--- src/design/rsmp_pkg.sv ---
// ----------------------------------------------------------------------------
// rsmp_pkg
// Shared types and constants of the linear interpolation audio resampler.
// ----------------------------------------------------------------------------
package rsmp_pkg;

   localparam int SAMPLE_W  = 16;
   localparam int STEP_W    = 21;
   localparam int CSR_IDX_W = 1;

   localparam logic [CSR_IDX_W-1:0] CSR_STEP   = 1'b0;
   localparam logic [CSR_IDX_W-1:0] CSR_STEREO = 1'b1;

   typedef struct packed {
      logic [SAMPLE_W-1:0] sample_in;
      logic                last_in;
   } req_payload_type;

   typedef struct packed {
      logic [SAMPLE_W-1:0] sample_out;
      logic                last_out;
   } rsp_payload_type;

   typedef struct packed {
      logic [SAMPLE_W-1:0] sample;
      logic                last;
      logic                has_prev;
   } item_type;

   typedef enum logic [1:0] {
      BACK_IDLE,
      BACK_SPAN,
      BACK_HOLD
   } back_state_type;

endpackage

--- src/design/rsmp_fifo.sv ---
// ----------------------------------------------------------------------------
// rsmp_fifo
// Small register-based first-in first-out queue with occupancy count.
// ----------------------------------------------------------------------------
module rsmp_fifo #(
   parameter int WIDTH = 8,
   parameter int DEPTH = 4
) (
   input  logic                       clock,
   input  logic                       reset,
   input  logic                       push,
   input  logic [WIDTH-1:0]           push_data,
   input  logic                       pop,
   output logic [WIDTH-1:0]           pop_data,
   output logic                       full,
   output logic                       empty,
   output logic [$clog2(DEPTH+1)-1:0] count
);

   localparam int IDX_W = (DEPTH > 1) ? $clog2(DEPTH) : 1;
   localparam int CNT_W = $clog2(DEPTH + 1);

   logic [WIDTH-1:0] mem_ff [DEPTH];
   logic [IDX_W-1:0] wr_ptr_ff, wr_ptr_in;
   logic [IDX_W-1:0] rd_ptr_ff, rd_ptr_in;
   logic [CNT_W-1:0] count_ff, count_in;
   logic             do_push, do_pop;

   assign full     = (count_ff == CNT_W'(DEPTH));
   assign empty    = (count_ff == '0);
   assign count    = count_ff;
   assign pop_data = mem_ff[rd_ptr_ff];
   assign do_push  = push && !full;
   assign do_pop   = pop && !empty;

   always_comb begin
      wr_ptr_in = wr_ptr_ff;
      rd_ptr_in = rd_ptr_ff;
      count_in  = count_ff;
      if (do_push) begin
         wr_ptr_in = (wr_ptr_ff == IDX_W'(DEPTH - 1)) ? '0 : wr_ptr_ff + 1'b1;
      end
      if (do_pop) begin
         rd_ptr_in = (rd_ptr_ff == IDX_W'(DEPTH - 1)) ? '0 : rd_ptr_ff + 1'b1;
      end
      case ({do_push, do_pop})
         2'b10:   count_in = count_ff + 1'b1;
         2'b01:   count_in = count_ff - 1'b1;
         default: count_in = count_ff;
      endcase
   end

   always_ff @(posedge clock) begin
      if (reset) begin
         wr_ptr_ff <= '0;
         rd_ptr_ff <= '0;
         count_ff  <= '0;
      end else begin
         wr_ptr_ff <= wr_ptr_in;
         rd_ptr_ff <= rd_ptr_in;
         count_ff  <= count_in;
      end
   end

   always_ff @(posedge clock) begin
      if (do_push) begin
         mem_ff[wr_ptr_ff] <= push_data;
      end
   end

endmodule

--- src/design/rsmp_front.sv ---
// ----------------------------------------------------------------------------
// rsmp_front
// Accepts input transactions, tags track starts and holds the control
// registers with step clamping.
// ----------------------------------------------------------------------------
module rsmp_front #(
   parameter int FRAC_BITS = 16
) (
   input  logic                           clock,
   input  logic                           reset,
   input  logic                           req_push,
   input  rsmp_pkg::req_payload_type      req_payload,
   output logic                           req_full,
   input  logic                           csr_write,
   input  logic [rsmp_pkg::CSR_IDX_W-1:0] csr_index,
   input  logic [rsmp_pkg::STEP_W-1:0]    csr_wdata,
   output logic [FRAC_BITS+4:0]           step,
   output logic                           stereo_mode,
   output logic                           item_push,
   output rsmp_pkg::item_type             item,
   input  logic                           item_full
);

   localparam int POS_W = FRAC_BITS + 5;
   localparam int CMP_W = (POS_W > rsmp_pkg::STEP_W) ? POS_W : rsmp_pkg::STEP_W;
   localparam logic [CMP_W-1:0] STEP_MIN = CMP_W'(1) << (FRAC_BITS - 5);
   localparam logic [CMP_W-1:0] STEP_MAX = CMP_W'(16) << FRAC_BITS;
   localparam logic [POS_W-1:0] STEP_ONE = POS_W'(1) << FRAC_BITS;

   logic [POS_W-1:0] step_ff, step_in;
   logic             stereo_ff, stereo_in;
   logic             have_prev_ff, have_prev_in;
   logic [CMP_W-1:0] wr_value, clamped;

   assign req_full      = item_full;
   assign item_push     = req_push && !item_full;
   assign item.sample   = req_payload.sample_in;
   assign item.last     = req_payload.last_in;
   assign item.has_prev = have_prev_ff;
   assign step          = step_ff;
   assign stereo_mode   = stereo_ff;

   // a track restarts after its final sample
   assign have_prev_in = item_push ? !req_payload.last_in : have_prev_ff;

   always_comb begin
      wr_value = CMP_W'(csr_wdata);
      if (wr_value < STEP_MIN) begin
         clamped = STEP_MIN;
      end else if (wr_value > STEP_MAX) begin
         clamped = STEP_MAX;
      end else begin
         clamped = wr_value;
      end
      step_in   = step_ff;
      stereo_in = stereo_ff;
      if (csr_write) begin
         case (csr_index)
            rsmp_pkg::CSR_STEP:   step_in   = clamped[POS_W-1:0];
            rsmp_pkg::CSR_STEREO: stereo_in = csr_wdata[0];
            default: begin
               step_in   = step_ff;
               stereo_in = stereo_ff;
            end
         endcase
      end
   end

   always_ff @(posedge clock) begin
      if (reset) begin
         step_ff      <= STEP_ONE;
         stereo_ff    <= 1'b0;
         have_prev_ff <= 1'b0;
      end else begin
         step_ff      <= step_in;
         stereo_ff    <= stereo_in;
         have_prev_ff <= have_prev_in;
      end
   end

endmodule

--- src/design/rsmp_back.sv ---
// ----------------------------------------------------------------------------
// rsmp_back
// Position sequencer and two-stage interpolation datapath; walks the output
// positions of each input interval and writes results to the output queue.
// ----------------------------------------------------------------------------
module rsmp_back #(
   parameter int FRAC_BITS = 16,
   parameter int OUT_DEPTH = 4
) (
   input  logic                           clock,
   input  logic                           reset,
   input  logic [FRAC_BITS+4:0]           step,
   input  logic                           stereo_mode,
   input  logic                           item_empty,
   input  rsmp_pkg::item_type             item,
   output logic                           item_pop,
   input  logic [$clog2(OUT_DEPTH+1)-1:0] out_count,
   output logic                           out_push,
   output rsmp_pkg::rsp_payload_type      out_data
);

   localparam int POS_W = FRAC_BITS + 5;
   localparam int CNT_W = $clog2(OUT_DEPTH + 1);
   localparam int PM_W  = FRAC_BITS + 18;
   localparam int PS_W  = FRAC_BITS + 10;
   localparam int NM_W  = FRAC_BITS + 18;
   localparam int NS_W  = FRAC_BITS + 10;
   localparam logic [POS_W-1:0] POS_ONE = POS_W'(1) << FRAC_BITS;
   localparam logic [POS_W-1:0] POS_TWO = POS_W'(2) << FRAC_BITS;

   rsmp_pkg::back_state_type state_ff, state_in;
   logic [15:0]      cur_ff, cur_in;
   logic [15:0]      prev_ff, prev_in;
   logic             item_last_ff, item_last_in;
   logic [POS_W-1:0] pos_ff, pos_in;

   logic                    s1_valid_ff;
   logic                    s1_last_ff, s1_stereo_ff;
   logic signed [15:0]      s1_base_m_ff;
   logic signed [PM_W-1:0]  s1_prod_m_ff;
   logic signed [7:0]       s1_base_l_ff, s1_base_r_ff;
   logic signed [PS_W-1:0]  s1_prod_l_ff, s1_prod_r_ff;

   logic [POS_W-1:0]       nxt;
   logic                   room, active, emit, more;
   logic [15:0]            a_word, b_word;
   logic signed [FRAC_BITS:0] frac_s;
   logic signed [16:0]     diff_m;
   logic signed [8:0]      diff_l, diff_r;
   logic signed [PM_W-1:0] prod_m;
   logic signed [PS_W-1:0] prod_l, prod_r;
   logic signed [NM_W-1:0] num_m, rnd_m;
   logic signed [NS_W-1:0] num_l, rnd_l, num_r, rnd_r;

   assign nxt    = pos_ff + step;
   assign room   = ((CNT_W + 1)'(out_count) + (CNT_W + 1)'(s1_valid_ff))
                   < (CNT_W + 1)'(OUT_DEPTH);
   assign active = (state_ff == rsmp_pkg::BACK_SPAN) || (state_ff == rsmp_pkg::BACK_HOLD);
   assign emit   = active && (pos_ff < POS_ONE) && room;
   // another output follows in this interval or in the end-of-track hold
   assign more   = (nxt < POS_ONE) ||
                   ((state_ff == rsmp_pkg::BACK_SPAN) && item_last_ff && (nxt < POS_TWO));

   always_comb begin
      state_in     = state_ff;
      cur_in       = cur_ff;
      prev_in      = prev_ff;
      item_last_in = item_last_ff;
      pos_in       = pos_ff;
      item_pop     = 1'b0;
      case (state_ff)
         rsmp_pkg::BACK_IDLE: begin
            if (!item_empty) begin
               item_pop     = 1'b1;
               cur_in       = item.sample;
               item_last_in = item.last;
               if (item.has_prev) begin
                  state_in = rsmp_pkg::BACK_SPAN;
               end else begin
                  prev_in  = item.sample;
                  state_in = item.last ? rsmp_pkg::BACK_HOLD : rsmp_pkg::BACK_IDLE;
               end
            end
         end
         rsmp_pkg::BACK_SPAN: begin
            if (pos_ff < POS_ONE) begin
               if (room) begin
                  pos_in = nxt;
               end
            end else begin
               pos_in   = pos_ff - POS_ONE;
               prev_in  = cur_ff;
               state_in = item_last_ff ? rsmp_pkg::BACK_HOLD : rsmp_pkg::BACK_IDLE;
            end
         end
         rsmp_pkg::BACK_HOLD: begin
            if (pos_ff < POS_ONE) begin
               if (room) begin
                  pos_in = nxt;
               end
            end else begin
               pos_in   = '0;
               prev_in  = '0;
               state_in = rsmp_pkg::BACK_IDLE;
            end
         end
         default: state_in = rsmp_pkg::BACK_IDLE;
      endcase
   end

   always_ff @(posedge clock) begin
      if (reset) begin
         state_ff     <= rsmp_pkg::BACK_IDLE;
         prev_ff      <= '0;
         pos_ff       <= '0;
         cur_ff       <= '0;
         item_last_ff <= 1'b0;
         s1_valid_ff  <= 1'b0;
      end else begin
         state_ff     <= state_in;
         prev_ff      <= prev_in;
         pos_ff       <= pos_in;
         cur_ff       <= cur_in;
         item_last_ff <= item_last_in;
         s1_valid_ff  <= emit;
      end
   end

   // stage one: per-channel difference times fraction
   always_comb begin
      a_word = (state_ff == rsmp_pkg::BACK_HOLD) ? cur_ff : prev_ff;
      b_word = cur_ff;
      frac_s = $signed({1'b0, pos_ff[FRAC_BITS-1:0]});
      diff_m = 17'($signed(b_word)) - 17'($signed(a_word));
      diff_l = 9'($signed(b_word[15:8])) - 9'($signed(a_word[15:8]));
      diff_r = 9'($signed(b_word[7:0])) - 9'($signed(a_word[7:0]));
      prod_m = PM_W'(diff_m) * PM_W'(frac_s);
      prod_l = PS_W'(diff_l) * PS_W'(frac_s);
      prod_r = PS_W'(diff_r) * PS_W'(frac_s);
   end

   always_ff @(posedge clock) begin
      if (emit) begin
         s1_last_ff   <= item_last_ff && !more;
         s1_stereo_ff <= stereo_mode;
         s1_base_m_ff <= $signed(a_word);
         s1_base_l_ff <= $signed(a_word[15:8]);
         s1_base_r_ff <= $signed(a_word[7:0]);
         s1_prod_m_ff <= prod_m;
         s1_prod_l_ff <= prod_l;
         s1_prod_r_ff <= prod_r;
      end
   end

   // stage two: add base, truncate toward zero, repack
   always_comb begin
      num_m = (NM_W'(s1_base_m_ff) <<< FRAC_BITS) + NM_W'(s1_prod_m_ff);
      num_l = (NS_W'(s1_base_l_ff) <<< FRAC_BITS) + NS_W'(s1_prod_l_ff);
      num_r = (NS_W'(s1_base_r_ff) <<< FRAC_BITS) + NS_W'(s1_prod_r_ff);
      rnd_m = num_m[NM_W-1] ? num_m + NM_W'((64'd1 << FRAC_BITS) - 64'd1) : num_m;
      rnd_l = num_l[NS_W-1] ? num_l + NS_W'((64'd1 << FRAC_BITS) - 64'd1) : num_l;
      rnd_r = num_r[NS_W-1] ? num_r + NS_W'((64'd1 << FRAC_BITS) - 64'd1) : num_r;
      out_data.last_out   = s1_last_ff;
      out_data.sample_out = s1_stereo_ff ?
                            {rnd_l[FRAC_BITS+7:FRAC_BITS], rnd_r[FRAC_BITS+7:FRAC_BITS]} :
                            rnd_m[FRAC_BITS+15:FRAC_BITS];
   end

   assign out_push = s1_valid_ff;

endmodule

--- src/design/linear_interp_audio_resampler.sv ---
// ----------------------------------------------------------------------------
// linear_interp_audio_resampler
// Linear interpolation audio resampler: front end with control registers,
// item queue, position sequencer with interpolation pipeline, result queue.
// ----------------------------------------------------------------------------
// path: an input transaction passes the item queue, the sequencer, the stage-one register and
// the result queue; throughput: the sequencer takes an item, gives one output per cycle while
// the result queue has room, then closes each interval (a track's final sample also runs the
// end-of-track hold); the step register sets the number of outputs per interval
// reset: synchronous, clears both queues and track state, step returns to 1.0
module linear_interp_audio_resampler #(
   parameter int FRAC_BITS = 16
) (
   input  logic                           clock,
   input  logic                           reset,
   input  logic                           req_push,
   input  rsmp_pkg::req_payload_type      req_payload,
   output logic                           req_full,
   output logic                           rsp_empty,
   input  logic                           rsp_pop,
   output rsmp_pkg::rsp_payload_type      rsp_payload,
   input  logic                           csr_write,
   input  logic [rsmp_pkg::CSR_IDX_W-1:0] csr_index,
   input  logic [rsmp_pkg::STEP_W-1:0]    csr_wdata
);

   localparam int ITEM_DEPTH = 2;
   localparam int OUT_DEPTH  = 4;
   localparam int ITEM_W     = $bits(rsmp_pkg::item_type);
   localparam int RSP_W      = $bits(rsmp_pkg::rsp_payload_type);

   logic [FRAC_BITS+4:0]              step;
   logic                              stereo_mode;
   logic                              item_push, item_full, item_empty, item_pop;
   rsmp_pkg::item_type                item_wr, item_rd;
   logic [ITEM_W-1:0]                 item_rd_bits;
   logic [$clog2(ITEM_DEPTH+1)-1:0]   item_count;
   logic                              out_push, out_full;
   rsmp_pkg::rsp_payload_type         out_data;
   logic [RSP_W-1:0]                  rsp_bits;
   logic [$clog2(OUT_DEPTH+1)-1:0]    out_count;

   rsmp_front #(
      .FRAC_BITS (FRAC_BITS)
   ) u_front (
      .clock       (clock),
      .reset       (reset),
      .req_push    (req_push),
      .req_payload (req_payload),
      .req_full    (req_full),
      .csr_write   (csr_write),
      .csr_index   (csr_index),
      .csr_wdata   (csr_wdata),
      .step        (step),
      .stereo_mode (stereo_mode),
      .item_push   (item_push),
      .item        (item_wr),
      .item_full   (item_full)
   );

   rsmp_fifo #(
      .WIDTH (ITEM_W),
      .DEPTH (ITEM_DEPTH)
   ) u_item_queue (
      .clock     (clock),
      .reset     (reset),
      .push      (item_push),
      .push_data (item_wr),
      .pop       (item_pop),
      .pop_data  (item_rd_bits),
      .full      (item_full),
      .empty     (item_empty),
      .count     (item_count)
   );

   assign item_rd = rsmp_pkg::item_type'(item_rd_bits);

   rsmp_back #(
      .FRAC_BITS (FRAC_BITS),
      .OUT_DEPTH (OUT_DEPTH)
   ) u_back (
      .clock       (clock),
      .reset       (reset),
      .step        (step),
      .stereo_mode (stereo_mode),
      .item_empty  (item_empty),
      .item        (item_rd),
      .item_pop    (item_pop),
      .out_count   (out_count),
      .out_push    (out_push),
      .out_data    (out_data)
   );

   rsmp_fifo #(
      .WIDTH (RSP_W),
      .DEPTH (OUT_DEPTH)
   ) u_out_queue (
      .clock     (clock),
      .reset     (reset),
      .push      (out_push && (item_count <= 2'(ITEM_DEPTH) || !out_full)),
      .push_data (out_data),
      .pop       (rsp_pop),
      .pop_data  (rsp_bits),
      .full      (out_full),
      .empty     (rsp_empty),
      .count     (out_count)
   );

   assign rsp_payload = rsmp_pkg::rsp_payload_type'(rsp_bits);

endmodule

--- config.mk ---
export PLATFORM = sky130hd
export DESIGN_NAME = linear_interp_audio_resampler
export DESIGN_NICKNAME = d
export VERILOG_FILES = /design/src/design/rsmp_pkg.sv /design/src/design/rsmp_fifo.sv /design/src/design/rsmp_front.sv /design/src/design/rsmp_back.sv /design/src/design/linear_interp_audio_resampler.sv
export SDC_FILE = /design/constraint.sdc
export NUM_CORES = 2
export LEC_CHECK = 0
export ABC_AREA = 1
export BUFFER_PORTS_ARGS = -buffer_cell sky130_fd_sc_hd__buf_2
export CAP_MARGIN = 20
export CORE_MARGIN = 2
export CORE_UTILIZATION = 60
export DETAILED_ROUTE_END_ITERATION = 8
export GPL_ROUTABILITY_DRIVEN = 0
export PLACE_DENSITY = 0.74
export SYNTH_ARGS = -nofsm -noshare
export SYNTH_HDL_FRONTEND = slang
export SYNTH_SLANG_ARGS = --single-unit
--- constraint.sdc ---
create_clock -name clock -period 10 [get_ports clock]
set_clock_uncertainty 0.05 [all_clocks]
set_input_delay 1.5 -clock clock [delete_from_list [all_inputs] [get_ports clock]]
set_output_delay 1.5 -clock clock [all_outputs]
set_load 0.01 [all_outputs]
==> metrics.txt <==
# TYPE chip_impl_metric gauge
chip_impl_info{name="run_status",value="completed"} 1
chip_impl_metric{name="drive_gt1_share",unit="%"} 4.751
chip_impl_metric{name="drt_first_iter_violations",unit=""} 2437
chip_impl_metric{name="synth_async_sr_flop_share",unit="%"} 0
chip_impl_metric{name="worst-endpoint-required",unit="ns"} 10.27
chip_impl_metric{name="pre_cts_ws",unit="ns"} 0.8614
chip_impl_info{name="min_path_type",value="reg2reg"} 1
chip_impl_metric{name="drv_cap",unit=""} 0
chip_impl_info{name="setup_repair_after_global_routing_missed_its_margin",value="false"} 1
chip_impl_metric{name="boundaryPins",unit=""} 63
chip_impl_metric{name="areaGrowthSynthToFinish",unit="%"} 6.642
chip_impl_info{name="cp-startpoint",value="u_back.state_ff[0]$_SDFFE_PP0P_"} 1
chip_impl_metric{name="seq_area_frac_synth",unit="%"} 22.96
chip_impl_metric{name="worstRegToRegCells",unit=""} 34
chip_impl_metric{name="antenna_found_initial",unit=""} 2
chip_impl_metric{name="r2r_slack",unit="ns"} 0.54
chip_impl_metric{name="cp_slowest_stage_delay",unit="ns"} 0.63
chip_impl_metric{name="route.final.wire_length",unit="µm"} 94120
chip_impl_metric{name="grt_pass1_wl",unit="µm"} 150000
chip_impl_metric{name="clock_path_buffers",unit=""} 3
chip_impl_info{name="critPathMostFrequentCell",value="sky130_fd_sc_hd__inv_1"} 1
chip_impl_metric{name="crit_fanout",unit=""} 19
chip_impl_info{name="synth_ff_type",value="sky130_fd_sc_hd__edfxtp_1"} 1
chip_impl_metric{name="clock_tree.htree_level_count",unit=""} 2
chip_impl_metric{name="synthesis.yosys.warnings",unit=""} 0
chip_impl_metric{name="detailedRoute.firstPassIterationCount",unit=""} 6
chip_impl_info{name="tritoncts",value="done"} 1
chip_impl_metric{name="synth-edff-count",unit=""} 206
chip_impl_metric{name="worst-slew-pin-transition",unit="ns"} 1.054
chip_impl_metric{name="synth-seq-cells",unit=""} 300
chip_impl_metric{name="dp.final_hpwl",unit="µm"} 75990
chip_impl_info{name="cp-endpoint",value="u_back.s1_prod_m_ff[28]$_DFFE_PP_"} 1
chip_impl_metric{name="cts_resized",unit=""} 0
chip_impl_metric{name="floorplan.initialDensity",unit="%"} 60.78
chip_impl_info{name="worst_setup_path_start_kind",value="register"} 1
chip_impl_metric{name="setup-violations-final",unit=""} 0
chip_impl_metric{name="yosysTopAreaCellShare",unit="%"} 26.89
chip_impl_metric{name="drc_errors_left",unit=""} 0
chip_impl_info{name="yosys.area.top_type",value="sky130_fd_sc_hd__fa_1"} 1
chip_impl_metric{name="placeableCoreArea",unit="µm²"} 57810
chip_impl_metric{name="die_w",unit="µm"} 246.0
chip_impl_metric{name="die_height",unit="µm"} 246.0
chip_impl_metric{name="clkSinkCount",unit=""} 300
chip_impl_metric{name="tritoncts.num_buffers",unit=""} 35
chip_impl_info{name="cp-end-kind",value="register"} 1
chip_impl_metric{name="syn-instance-count",unit=""} 4153
chip_impl_info{name="worst_path_max_delay_cell",value="sky130_fd_sc_hd__ha_1"} 1
chip_impl_info{name="clock-root-buffer",value="sky130_fd_sc_hd__clkbuf_16"} 1
chip_impl_metric{name="netlist-cell-type-count",unit=""} 57
chip_impl_metric{name="drt-vias-per-instance",unit=""} 5.635
chip_impl_metric{name="layout_min_cycle_time",unit="ns"} 9.461
chip_impl_info{name="worst_r2r_endpoint",value="u_back.s1_prod_m_ff[28]$_DFFE_PP_"} 1
chip_impl_metric{name="worst_slew_margin_rel",unit="%"} 29.64
chip_impl_metric{name="timing.critical_path.arrival",unit="ns"} 9.73
chip_impl_info{name="synth.top_cells.by_area",value="sky130_fd_sc_hd__fa_1 27%, sky130_fd_sc_hd__edfxtp_1 18%, sky130_fd_sc_hd__ha_1 11%, sky130_fd_sc_hd__inv_1 9.0%, sky130_fd_sc_hd__nand2_1 7.6%"} 1
chip_impl_metric{name="nets",unit=""} 5000
chip_impl_metric{name="timing.final.crit_share",unit="%"} 94.61
chip_impl_metric{name="wl_per_cell",unit="µm"} 18.91
chip_impl_metric{name="finalWorstSetupSlack",unit="ns"} 0.5386
chip_impl_metric{name="numPortBuffers",unit=""} 62
chip_impl_metric{name="die-area",unit="µm²"} 60510
chip_impl_metric{name="clock.fmax",unit="GHz"} 0.1057
chip_impl_metric{name="post_cts_buffers",unit=""} 0
chip_impl_metric{name="tns",unit="ns"} 0
chip_impl_metric{name="total_nets_after_synthesis",unit=""} 4969
chip_impl_metric{name="cts.clk_slew.worst_paths",unit="ns"} 0.06
chip_impl_metric{name="vias",unit=""} 28041
chip_impl_info{name="regToRegStartpoint",value="u_back.state_ff[0]$_SDFFE_PP0P_"} 1
chip_impl_metric{name="placementRows",unit=""} 88
chip_impl_info{name="critical_path_class",value="reg2reg"} 1
chip_impl_metric{name="gr-usage-all-layers",unit="%"} 32.03
chip_impl_metric{name="finalHoldViolCount",unit=""} 0
chip_impl_metric{name="cts_hold_repair.buffers",unit=""} 0
chip_impl_metric{name="synth.cell_area",unit="µm²"} 35130
chip_impl_metric{name="grt_remaining_overflow",unit=""} 0
chip_impl_metric{name="clk-insertion-delay-late",unit="ns"} 0.57
chip_impl_metric{name="grt_pass1_vias",unit=""} 28189
chip_impl_metric{name="grt_start_max_net_pins",unit=""} 73
chip_impl_metric{name="slew_violations",unit=""} 0
chip_impl_info{name="yosys.cell_count.top_type",value="sky130_fd_sc_hd__inv_1"} 1
chip_impl_info{name="yosys-top-cells-count",value="846 x sky130_fd_sc_hd__inv_1, 710 x sky130_fd_sc_hd__nand2_1, 472 x sky130_fd_sc_hd__fa_1"} 1
chip_impl_metric{name="route.antenna.remaining_nets",unit=""} 0
chip_impl_metric{name="syn_avg_cell_area",unit="µm²"} 8.460
## worst min-delay path by stage
| stage | startpoint | endpoint | slack [ns] | cells after the start |
|---|---|---|---|---|
| 2_1_floorplan | u_front.stereo_mode$_SDFFE_PP0P_ | u_back.s1_stereo_ff$_DFFE_PP_ | 0.36 | 0 |
| 3_3_place_gp | u_back.prev_ff[9]$_SDFFE_PP0P_ | u_back.prev_ff[9]$_SDFFE_PP0P_ | 0.38 | 2 |
| 3_5_place_dp | u_item_queue.rd_ptr_ff$_SDFFE_PP0P_ | register | 0.39 | 1 |
| 4_1_cts | u_back.prev_ff[8]$_SDFFE_PP0P_ | u_back.prev_ff[8]$_SDFFE_PP0P_ | 0.40 | 2 |
| 5_1_grt | u_front.have_prev_ff$_SDFFE_PP0P_ | u_item_queue.mem_ff[0][0]$_DFFE_PP_ | 0.42 | 0 |
| 6_report | u_back.prev_ff[8]$_SDFFE_PP0P_ | u_back.prev_ff[8]$_SDFFE_PP0P_ | 0.40 | 2 |
## area by class of cell
| type | instances | area (µm²) |
|---|---|---|
| multi-input cells | 2892 | 23440 |
| well taps | 765 | 957.2 |
| flip-flops and latches | 300 | 8068 |
| diodes | 1 | 2.502 |
| inverters | 855 | 3209 |
| repair buffers | 100 | 595.6 |
| clock inverters | 19 | 256.5 |
| fillers | 4930 | 20340 |
| clock buffers | 44 | 940.9 |
## cells by family (layout without fill, tap and decap cells)
family / Yosys count / count (layout) / synth area share (%)
XOR/XNOR: 126 / 126 / 3.237
other: 0 / 1 / 0
buffers and inverters: 961 / 1018 / 10.36
AND/OR/NAND/NOR: 1477 / 1477 / 17.46
AO/OA/AOI/OAI: 499 / 499 / 7.885
multiplexers: 18 / 18 / 0.5164
flip-flops: 300 / 300 / 22.96
adder cells (fa/ha/maj): 772 / 772 / 37.58
## stage by stage
step	instance area, µm²	hold slack (ns)	utilization [%]	cells
finish	37470	0.4000	64.82	4976
global route	37460	0.4229	64.81	4975
CTS	37460	0.4020	64.81	4975
detailed placement	36270	0.3908	62.74	4912
global placement	36270	0.3844	62.74	4912
floorplan	35130	0.3586	-	4153
## worst max-delay path, delay by kind of cell, from the launching register on
kind | cells | cell delay [ns]
adders and majority gates | 9 | 4.71
and+or+nand+nor | 15 | 2.66
buffers and inverters | 8 | 0.86
AOI/OAI and AO/OA | 2 | 0.52
DFF | 1 | 0.33
## registers in the layout, indices dropped and copies added, names as in the netlist, 2 cells and up, named ones only
| register | count |
|---|---|
| u_back.b_word | 16 |
| u_back.pos_ff | 21 |
| u_back.prev_ff | 16 |
| u_back.s1_base_l_ff | 8 |
| u_back.s1_base_r_ff | 7 |
| u_back.s1_prod_l_ff | 26 |
| u_back.s1_prod_m_ff | 32 |
| u_back.s1_prod_r_ff | 26 |
| u_back.state_ff | 2 |
| u_front.step | 21 |
| u_item_queue.count | 2 |
| u_item_queue.mem_ff | 36 |
| u_out_queue.count | 3 |
| u_out_queue.mem_ff | 68 |
| u_out_queue.rd_ptr_ff | 2 |
| u_out_queue.wr_ptr_ff | 2 |
## cell usage in the layout, fill, tap and decap left out, types with 4 or more instances in the layout
master,instances
sky130_fd_sc_hd__a21oi_1,217
sky130_fd_sc_hd__a21boi_0,6
sky130_fd_sc_hd__nor3_1,25
sky130_fd_sc_hd__nand2_2,12
sky130_fd_sc_hd__nand3_2,7
sky130_fd_sc_hd__nor2_1,428
sky130_fd_sc_hd__xnor2_1,41
sky130_fd_sc_hd__nand3_1,221
sky130_fd_sc_hd__clkbuf_16,36
sky130_fd_sc_hd__o21ai_1,4
sky130_fd_sc_hd__buf_2,62
sky130_fd_sc_hd__a211oi_1,20
sky130_fd_sc_hd__nand2_1,710
sky130_fd_sc_hd__nand4_1,35
sky130_fd_sc_hd__o21bai_1,10
sky130_fd_sc_hd__a21o_1,14
sky130_fd_sc_hd__inv_1,846
sky130_fd_sc_hd__ha_1,300
sky130_fd_sc_hd__mux2i_1,17
sky130_fd_sc_hd__clkbuf_1,7
sky130_fd_sc_hd__a31oi_1,7
sky130_fd_sc_hd__buf_4,38
sky130_fd_sc_hd__o211ai_1,5
sky130_fd_sc_hd__xor2_1,82
sky130_fd_sc_hd__clkinv_1,12
sky130_fd_sc_hd__o21a_1,4
sky130_fd_sc_hd__o21ai_0,160
sky130_fd_sc_hd__o22ai_1,31
sky130_fd_sc_hd__bufinv_16,5
sky130_fd_sc_hd__o31ai_1,7
sky130_fd_sc_hd__dfxtp_1,94
sky130_fd_sc_hd__nand3b_1,6
sky130_fd_sc_hd__edfxtp_1,206
sky130_fd_sc_hd__nor4_1,7
sky130_fd_sc_hd__or2_2,14
sky130_fd_sc_hd__fa_1,472
## per-layer routing
layer	GRT usage, %	routed length, µm
met1	41.49	37340
met2	51.05	42490
met3	7.484	9291
met4	15.03	4979
met5	0	13
Power is not shown: default switching activity piles up to over one toggle a cycle in this logic, so the estimate is an artifact.
